### config.mk
export PLATFORM = sky130hd
export DESIGN_NAME = bit_file_header_parser
export DESIGN_NICKNAME = d
export VERILOG_FILES = /design/src/bfhp_pkg.sv /design/src/bfhp_in_reg.sv /design/src/bfhp_parse.sv /design/src/bfhp_out_reg.sv /design/src/bit_file_header_parser.sv
export SDC_FILE = /design/constraint.sdc
export NUM_CORES = 1
export LEC_CHECK = 0
export ABC_AREA = 0
export BUFFER_PORTS_ARGS = -buffer_cell sky130_fd_sc_hd__buf_4
export CAP_MARGIN = 10
export CORE_AREA = 3 3 109 215
export CTS_CLUSTER_DIAMETER = 60
export DETAILED_ROUTE_END_ITERATION = 6
export DIE_AREA = 0 0 112 218
export PLACE_DENSITY = 0.79
export SLEW_MARGIN = 20
export SYNTH_ARGS = -nofsm -noshare
export SYNTH_HDL_FRONTEND = slang
export SYNTH_HIERARCHICAL = 1
export SYNTH_SLANG_ARGS = --single-unit
### constraint.sdc
create_clock -name clk -period 12.1 [get_ports clk]
set_input_delay 0.605 -clock clk [delete_from_list [all_inputs] [get_ports clk]]
set_output_delay 0.605 -clock clk [all_outputs]
set_load 0.02 [all_outputs]
### src/bfhp_pkg.sv
// ----------------------------------------------------------------------------
// bfhp_pkg
// Shared types and codes for the bit file header parser.
// ----------------------------------------------------------------------------
package bfhp_pkg;

    // parser phases
    localparam logic [3:0] PH_MLEN_HI = 4'd0;
    localparam logic [3:0] PH_MLEN_LO = 4'd1;
    localparam logic [3:0] PH_MAGIC   = 4'd2;
    localparam logic [3:0] PH_MEND    = 4'd3;
    localparam logic [3:0] PH_ONE_HI  = 4'd4;
    localparam logic [3:0] PH_ONE_LO  = 4'd5;
    localparam logic [3:0] PH_KEY     = 4'd6;
    localparam logic [3:0] PH_LEN_HI  = 4'd7;
    localparam logic [3:0] PH_LEN_LO  = 4'd8;
    localparam logic [3:0] PH_FIELD   = 4'd9;
    localparam logic [3:0] PH_BLEN    = 4'd10;
    localparam logic [3:0] PH_DONE    = 4'd11;
    localparam logic [3:0] PH_ERROR   = 4'd12;

    // status codes
    localparam logic [1:0] ST_BUSY  = 2'd0;
    localparam logic [1:0] ST_DONE  = 2'd1;
    localparam logic [1:0] ST_ERROR = 2'd2;

    // error codes
    localparam logic [2:0] ERR_NONE      = 3'd0;
    localparam logic [2:0] ERR_MAGIC     = 3'd1;
    localparam logic [2:0] ERR_ONE_WORD  = 3'd2;
    localparam logic [2:0] ERR_KEY       = 3'd3;
    localparam logic [2:0] ERR_FIELD     = 3'd4;
    localparam logic [2:0] ERR_TOO_LONG  = 3'd5;
    localparam logic [2:0] ERR_OVERSIZE  = 3'd6;

    // header constants
    localparam logic [7:0]  MAGIC_EVEN   = 8'h0f;
    localparam logic [7:0]  MAGIC_ODD    = 8'hf0;
    localparam logic [15:0] ONE_WORD     = 16'h0001;
    localparam logic [7:0]  KEY_FIRST    = 8'h61;
    localparam logic [2:0]  KEY_LAST_IDX = 3'd4;
    localparam logic [15:0] BLEN_BYTES   = 16'd4;

    typedef struct packed {
        logic       start_req;
        logic [7:0] data_byte;
    } item_t;

    typedef struct packed {
        logic [31:0] payload_bytes;
        logic [10:0] header_bytes;
        logic [2:0]  error_code;
        logic [1:0]  status;
    } result_t;

endpackage

### src/bfhp_in_reg.sv
// ----------------------------------------------------------------------------
// bfhp_in_reg
// Input register: holds one accepted byte until the parse stage takes it.
// ----------------------------------------------------------------------------
module bfhp_in_reg
    import bfhp_pkg::*;
(
    input  logic  clk,
    input  logic  rst_n,
    input  logic  in_valid,
    output logic  in_ready,
    input  item_t in_item,
    output logic  item_valid,
    input  logic  item_take,
    output item_t item
);

    logic  valid_reg;
    logic  valid_next;
    item_t item_reg;

    assign in_ready   = !valid_reg || item_take;
    assign item_valid = valid_reg;
    assign item       = item_reg;

    always_comb
    begin
        valid_next = valid_reg;
        if (in_valid && in_ready)
        begin
            valid_next = 1'b1;
        end
        else if (item_take)
        begin
            valid_next = 1'b0;
        end
    end

    always_ff @(posedge clk or negedge rst_n)
    begin
        if (!rst_n)
        begin
            valid_reg <= 1'b0;
        end
        else
        begin
            valid_reg <= valid_next;
        end
    end

    always_ff @(posedge clk)
    begin
        if (in_valid && in_ready)
        begin
            item_reg <= in_item;
        end
    end

endmodule

### src/bfhp_parse.sv
// ----------------------------------------------------------------------------
// bfhp_parse
// Header state and the per-byte next-state logic; gives the result of a byte.
// ----------------------------------------------------------------------------
module bfhp_parse
    import bfhp_pkg::*;
#(
    parameter int MAX_HEADER_BYTES = 1024
)
(
    input  logic        clk,
    input  logic        rst_n,
    input  logic [31:0] file_length,
    input  logic        step,
    input  item_t       item,
    output result_t     result
);

    localparam int CNT_W = $clog2(MAX_HEADER_BYTES + 1);

    logic [3:0]       phase_reg,   phase_next,   phase_cur;
    logic [2:0]       sec_reg,     sec_next,     sec_cur;
    logic [15:0]      rem_reg,     rem_next,     rem_cur;
    logic             mpos_reg,    mpos_next,    mpos_cur;
    logic [CNT_W-1:0] cnt_reg,     cnt_next,     cnt_cur;
    logic [31:0]      acc_reg,     acc_next,     acc_cur;
    logic [7:0]       prev_reg,    prev_next,    prev_cur;
    logic [2:0]       fstat_reg,   fstat_next,   fstat_cur;

    logic [7:0]       b;
    logic [15:0]      word;
    logic [15:0]      rem_dec;
    logic [31:0]      acc_shift;
    logic [CNT_W-1:0] cnt_inc;
    logic [32:0]      total;
    logic [CNT_W+10:0] cnt_ext;

    assign b         = item.data_byte;
    assign word      = {prev_cur, b};
    assign rem_dec   = rem_cur - 16'd1;
    assign acc_shift = {acc_cur[23:0], b};
    assign cnt_inc   = cnt_cur + CNT_W'(1);
    assign total     = 33'(cnt_inc) + {1'b0, acc_shift};

    // restart values apply to the very byte that carries the start flag
    always_comb
    begin
        if (item.start_req)
        begin
            phase_cur = PH_MLEN_HI;
            sec_cur   = '0;
            rem_cur   = '0;
            mpos_cur  = 1'b0;
            cnt_cur   = '0;
            acc_cur   = '0;
            prev_cur  = '0;
            fstat_cur = ERR_NONE;
        end
        else
        begin
            phase_cur = phase_reg;
            sec_cur   = sec_reg;
            rem_cur   = rem_reg;
            mpos_cur  = mpos_reg;
            cnt_cur   = cnt_reg;
            acc_cur   = acc_reg;
            prev_cur  = prev_reg;
            fstat_cur = fstat_reg;
        end
    end

    always_comb
    begin
        phase_next = phase_cur;
        sec_next   = sec_cur;
        rem_next   = rem_cur;
        mpos_next  = mpos_cur;
        cnt_next   = cnt_cur;
        acc_next   = acc_cur;
        prev_next  = prev_cur;
        fstat_next = fstat_cur;

        if (phase_cur != PH_DONE && phase_cur != PH_ERROR)
        begin
            if (cnt_cur >= CNT_W'(MAX_HEADER_BYTES))
            begin
                phase_next = PH_ERROR;
                fstat_next = ERR_TOO_LONG;
            end
            else
            begin
                cnt_next = cnt_inc;
                case (phase_cur)
                    PH_MLEN_HI, PH_ONE_HI, PH_LEN_HI:
                    begin
                        prev_next  = b;
                        phase_next = phase_cur + 4'd1;
                    end
                    PH_MLEN_LO:
                    begin
                        if (word == 16'd0)
                        begin
                            phase_next = PH_ERROR;
                            fstat_next = ERR_MAGIC;
                        end
                        else
                        begin
                            rem_next   = word - 16'd1;
                            mpos_next  = 1'b0;
                            phase_next = (word != 16'd1) ? PH_MAGIC : PH_MEND;
                        end
                    end
                    PH_MAGIC:
                    begin
                        if (b != (mpos_cur ? MAGIC_ODD : MAGIC_EVEN))
                        begin
                            phase_next = PH_ERROR;
                            fstat_next = ERR_MAGIC;
                        end
                        else
                        begin
                            mpos_next = !mpos_cur;
                            rem_next  = rem_dec;
                            if (rem_dec == 16'd0)
                            begin
                                phase_next = PH_MEND;
                            end
                        end
                    end
                    PH_MEND:
                    begin
                        phase_next = PH_ONE_HI;
                    end
                    PH_ONE_LO:
                    begin
                        if (word != ONE_WORD)
                        begin
                            phase_next = PH_ERROR;
                            fstat_next = ERR_ONE_WORD;
                        end
                        else
                        begin
                            sec_next   = '0;
                            phase_next = PH_KEY;
                        end
                    end
                    PH_KEY:
                    begin
                        if (b != KEY_FIRST + {5'd0, sec_cur})
                        begin
                            phase_next = PH_ERROR;
                            fstat_next = ERR_KEY;
                        end
                        else if (sec_cur == KEY_LAST_IDX)
                        begin
                            rem_next   = BLEN_BYTES;
                            acc_next   = '0;
                            phase_next = PH_BLEN;
                        end
                        else
                        begin
                            phase_next = PH_LEN_HI;
                        end
                    end
                    PH_LEN_LO:
                    begin
                        if (word == 16'd0)
                        begin
                            phase_next = PH_ERROR;
                            fstat_next = ERR_FIELD;
                        end
                        else
                        begin
                            rem_next   = word;
                            phase_next = PH_FIELD;
                        end
                    end
                    PH_FIELD:
                    begin
                        rem_next = rem_dec;
                        if (rem_dec == 16'd0)
                        begin
                            if (b != 8'd0)
                            begin
                                phase_next = PH_ERROR;
                                fstat_next = ERR_FIELD;
                            end
                            else
                            begin
                                sec_next   = sec_cur + 3'd1;
                                phase_next = PH_KEY;
                            end
                        end
                    end
                    PH_BLEN:
                    begin
                        acc_next = acc_shift;
                        rem_next = rem_dec;
                        if (rem_dec == 16'd0)
                        begin
                            if (total > {1'b0, file_length})
                            begin
                                phase_next = PH_ERROR;
                                fstat_next = ERR_OVERSIZE;
                            end
                            else
                            begin
                                phase_next = PH_DONE;
                            end
                        end
                    end
                    default:
                    begin
                        phase_next = PH_ERROR;
                        fstat_next = ERR_MAGIC;
                    end
                endcase
            end
        end
    end

    assign cnt_ext = {11'd0, cnt_next};

    always_comb
    begin
        result = '0;
        if (phase_next == PH_DONE)
        begin
            result.status        = ST_DONE;
            result.header_bytes  = cnt_ext[10:0];
            result.payload_bytes = acc_next;
        end
        else if (phase_next == PH_ERROR)
        begin
            result.status     = ST_ERROR;
            result.error_code = fstat_next;
        end
        else
        begin
            result.status = ST_BUSY;
        end
    end

    always_ff @(posedge clk or negedge rst_n)
    begin
        if (!rst_n)
        begin
            phase_reg <= PH_MLEN_HI;
            sec_reg   <= '0;
            rem_reg   <= '0;
            mpos_reg  <= 1'b0;
            cnt_reg   <= '0;
            acc_reg   <= '0;
            prev_reg  <= '0;
            fstat_reg <= ERR_NONE;
        end
        else if (step)
        begin
            phase_reg <= phase_next;
            sec_reg   <= sec_next;
            rem_reg   <= rem_next;
            mpos_reg  <= mpos_next;
            cnt_reg   <= cnt_next;
            acc_reg   <= acc_next;
            prev_reg  <= prev_next;
            fstat_reg <= fstat_next;
        end
    end

endmodule

### src/bfhp_out_reg.sv
// ----------------------------------------------------------------------------
// bfhp_out_reg
// Result register: holds one result until the downstream side takes it.
// ----------------------------------------------------------------------------
module bfhp_out_reg
    import bfhp_pkg::*;
(
    input  logic    clk,
    input  logic    rst_n,
    input  logic    load,
    input  result_t load_result,
    output logic    room,
    output logic    out_valid,
    input  logic    out_ready,
    output result_t out_result
);

    logic    valid_reg;
    logic    valid_next;
    result_t result_reg;

    // free when empty or when the held result leaves this cycle
    assign room       = !valid_reg || out_ready;
    assign out_valid  = valid_reg;
    assign out_result = result_reg;

    always_comb
    begin
        valid_next = valid_reg;
        if (load)
        begin
            valid_next = 1'b1;
        end
        else if (out_ready)
        begin
            valid_next = 1'b0;
        end
    end

    always_ff @(posedge clk or negedge rst_n)
    begin
        if (!rst_n)
        begin
            valid_reg <= 1'b0;
        end
        else
        begin
            valid_reg <= valid_next;
        end
    end

    always_ff @(posedge clk)
    begin
        if (load)
        begin
            result_reg <= load_result;
        end
    end

endmodule

### src/bit_file_header_parser.sv
// ----------------------------------------------------------------------------
// bit_file_header_parser
// Checks the header of a configuration bit file one byte at a time.
// ----------------------------------------------------------------------------
//  channel   direction  handshake                  payload
//  s_axis    in         s_tvalid / s_tready         tdata: data_byte; tuser: start_req
//  m_axis    out        m_tvalid / m_tready         tdata: status, error_code,
//                                                   header_bytes, payload_bytes
//  config    in         cfg_wr_en                   cfg_wr_data: file_length
//
//  One byte is accepted per cycle while the result side does not stall;
//  each byte yields one result via input reg, parse logic and result reg.
//  The slowest path is the 33-bit header plus bitstream length compare.
//  Reset clears the parser to wait for the magic length and sets
//  file_length to all ones. A stalled result holds the parser; one more
//  byte is taken into the input register while it waits.
// ----------------------------------------------------------------------------
module bit_file_header_parser
    import bfhp_pkg::*;
#(
    parameter int MAX_HEADER_BYTES = 1024
)
(
    input  logic        clk,
    input  logic        rst_n,
    input  logic        s_tvalid,
    output logic        s_tready,
    input  logic [7:0]  s_tdata,    // [7:0] data_byte
    input  logic        s_tuser,    // [0] start_req
    output logic        m_tvalid,
    input  logic        m_tready,
    output logic [47:0] m_tdata,    // [1:0] status, [4:2] error_code,
                                    // [15:5] header_bytes, [47:16] payload_bytes
    input  logic        cfg_wr_en,
    input  logic [31:0] cfg_wr_data
);

    logic [31:0] file_length_reg;
    item_t       in_item;
    item_t       item;
    logic        item_valid;
    logic        room;
    logic        step;
    result_t     result;
    result_t     out_result;

    assign in_item.data_byte = s_tdata;
    assign in_item.start_req = s_tuser;
    assign step              = item_valid && room;
    assign m_tdata           = out_result;

    always_ff @(posedge clk or negedge rst_n)
    begin
        if (!rst_n)
        begin
            file_length_reg <= 32'hffff_ffff;
        end
        else if (cfg_wr_en)
        begin
            file_length_reg <= cfg_wr_data;
        end
    end

    bfhp_in_reg u_in_reg (
        .clk        (clk),
        .rst_n      (rst_n),
        .in_valid   (s_tvalid),
        .in_ready   (s_tready),
        .in_item    (in_item),
        .item_valid (item_valid),
        .item_take  (step),
        .item       (item)
    );

    bfhp_parse #(
        .MAX_HEADER_BYTES (MAX_HEADER_BYTES)
    ) u_parse (
        .clk         (clk),
        .rst_n       (rst_n),
        .file_length (file_length_reg),
        .step        (step),
        .item        (item),
        .result      (result)
    );

    bfhp_out_reg u_out_reg (
        .clk         (clk),
        .rst_n       (rst_n),
        .load        (step),
        .load_result (result),
        .room        (room),
        .out_valid   (m_tvalid),
        .out_ready   (m_tready),
        .out_result  (out_result)
    );

endmodule

==> qor.csv <==
stage,metric,value,unit
run_status,status,finished clean,
power,power_density,197,nW/µm²
clocking,cts_root_buf,clkbuf_16,
routing,drc_errors,0,
flow_run,max_cap_violations,0,
routing,vias_per_cell,6.71,
timing,holdWs,0.182,ns
timing,finalSetupViolations,0,
die,die_y,218,µm
die,dieArea,24400,µm²
place,gp_congestion,1.05,
timing,finalHoldViolations,0,
die,io_pins,96,
die,dieWidth,112,µm
yosys,ys_async_sr_fraction,66.3,%
setup_path,cp-start-kind,register,
power,ir_worst_vdd,0.000143,V
setup_path,worst-path-buf-inv,4,
setup_path,crit_fanout,123,
place,dp_hpwl,30900,µm
clocking,postCtsHoldBufs,0,
cells_and_area,largest_reg_flops,48,
routing,wl_per_cell,26.3,µm
global_route,antenna_found_initial,0,
setup_path,crit_path_top_delay_cell,a2111oi_0,
yosys,synth-edff-count,57,
yosys,yosys_warnings,6,
cells_and_area,final_cell_mix,"buf_4, nor2_1, nand2_1",
routing,vias,10700,
yosys,ys_seq_elements,169,
setup_path,path_cells,"buf_12, inv_1, buf_4, and2_1, inv_1, fa_1, nand3b_1, a2111oi_0, o211ai_1, a31oi_2, nand3_1, xnor2_1, nor2_1, ha_1, a21o_1, a211o_1, a221o_1, or4b_4, a221oi_2, and4b_1, or2_2, nor4_1",
timing,worst_slew_pin_slew,0.994,ns
routing,ant_nets,0,
yosys,ys_types,93,
cells_and_area,final_common_cell,buf_4,
global_route,grt_use_total,34.4,%
timing,period_minus_slack,8.03,ns
clocking,cts_buffer_depth,2,
yosys,synth_top_cell_area_share,16.7,%
die,fp-row-count,77,
global_route,grt_first_pass_wirelength,63000,µm
global_route,grt_pass1_vias,11100,
clocking,cts_tree,built,
worst_hold_path,worstHoldPathType,in2async,
global_route,met1_usage,31.2,%
setup_path,required,12.35,ns
timing,period_share,66.4,%
setup_path,crit_arrival,8.28,ns
power,total_leakage_power,0.00547,µW
place,placed_area,12700,µm²
routing,drt-total-wl,41900,µm
timing,finalMaxSlewViolations,0,
timing,skew,0.0163,ns
yosys,synth_area_per_cell,9.44,µm²
yosys,synth-seq-area-share,38.1,%
yosys,synthesis.area,12000,µm²
setup_path,worst_setup_path_end_kind,register,
clocking,htree_levels,4,
cells_and_area,n_antenna_cell,0,
clocking,clk_latency,0.46,ns
cells_and_area,nNetsFinal,1410,
clocking,clock_sinks,169,
timing,fmax,124,MHz
yosys,synth_cells,1268,
cells_and_area,area_growth,11.0,%
cells_and_area,drive_above_1_share,20.2,%
setup_path,worstSetupPathType,reg2reg,
global_route,grt_use_met2,63.9,%
die,core_region_area,22100,µm²
die,initial_core_util,54.2,%
setup_path,crit_family,compound AO/OA/AOI/OAI gates,
clocking,postCtsResizedCells,0,
place,placed_cells,1563,
global_route,busiest_layer,met2,
yosys,synth_top_area_cell,dfrtp_1,
routing,first_iter_violations,953,
routing,drt_pass1_iterations,5,
setup_path,critPathMostFrequentCell,inv_1,
yosys,synth_ff_type,dfrtp_1,
clocking,clkTransAtPathRegs,0.08,ns
clocking,cts_setup_buffers,0,
clocking,numCtsBuffers,17,
setup_path,slowest_delay,0.75,ns
global_route,grt_max_degree,124,
timing,rsz0062_at_grt,no,
place,io_buffers,95,
yosys,synthTopCellsByArea,"dfrtp_1, edfxtp_1, dfstp_2",
cells_and_area,final_util,60.2,%
yosys,syn_nets,1372,
timing,max-slew-margin-rel,32.0,%
cells_and_area,final_cell_count_no_fill,1595,
global_route,globalRouteMet3Util,5.33,%
cells_and_area,design_area,13300,µm²
timing,setup_tns,0,ns
global_route,overflow,0,
==> area by class of cell <==
| cell class | instances | area (µm²) |
|---|---|---|
| inverter | 81 | 304 |
| timing repair buffer | 109 | 831 |
| fill | 1946 | 8780 |
| tap | 276 | 345 |
| clock buffer | 17 | 425 |
| multi-input combinational | 928 | 6670 |
| sequential | 169 | 4550 |
| clock inverter | 15 | 155 |
==> through the flow <==
stage,power [µW],setup slack [ns]
after global routing,2750,3.63
after CTS,2590,4.26
final,2620,4.07
after global placement,2020,4.46
after floorplan,1710,4.87
after detailed placement,2040,4.31
==> synthesized netlist by cell type, drive strengths merged, types with 22 or more instances <==
cell,n
ha,57
edfxtp,57
a22oi,54
xnor2,36
clkbuf,56
a21oi,59
nor4,65
buf,34
o21ai,55
mux2,38
nor2,97
dfrtp,80
nand3,24
nand2,91
o22ai,30
nor3,31
dfstp,32
xor2,22
inv,81
==> per-layer routing <==
metal	routed length, µm	part of all wire [%]
met1	12800	31
met2	22900	55
met3	1760	4.2
met4	4440	11
met5	0	0
==> cells by family after synthesis <==
| group | count (synthesis) | share of synthesized area (%) |
|---|---|---|
| buffers and inverters | 171 | 6.50 |
| xor gates and xnor gates | 58 | 4.25 |
| and+or+nand+nor | 433 | 20.3 |
| DFF | 169 | 38.1 |
| adders and majority gates | 58 | 6.13 |
| muxes | 43 | 4.94 |
| AOI/OAI and AO/OA | 336 | 19.8 |
==> power by group <==
| part | leakage [µW] | switching [µW] | internal (µW) |
|---|---|---|---|
| Combinational | 0.00321 | 730 | 423 |
| Sequential | 0.00198 | 194 | 720 |
| Clock | 0.000280 | 258 | 292 |
| Total | 0.00547 | 1180 | 1430 |
==> worst paths after layout <==
kind | start | to | slack [ns] | cells after the start
setup / recovery | u_in_reg/item[8] | u_out_reg/out_result[42] | 4.07 | 22
hold / removal | rst_n | u_parse/phase_reg[3] | 0.18 | 1
setup reg to reg | u_in_reg/item[8] | u_out_reg/out_result[42] | 4.07 | 22
hold reg to reg | u_parse/sec_reg[2] | u_parse/sec_reg[2] | 0.54 | 1
max in group asynchronous | rst_n | u_parse/acc_reg[19] | 10.66 | 2
min in group clk | s_tdata[5] | u_in_reg/item[5] | 0.33 | 1
Note: power is estimated with default switching activity, not from simulation.
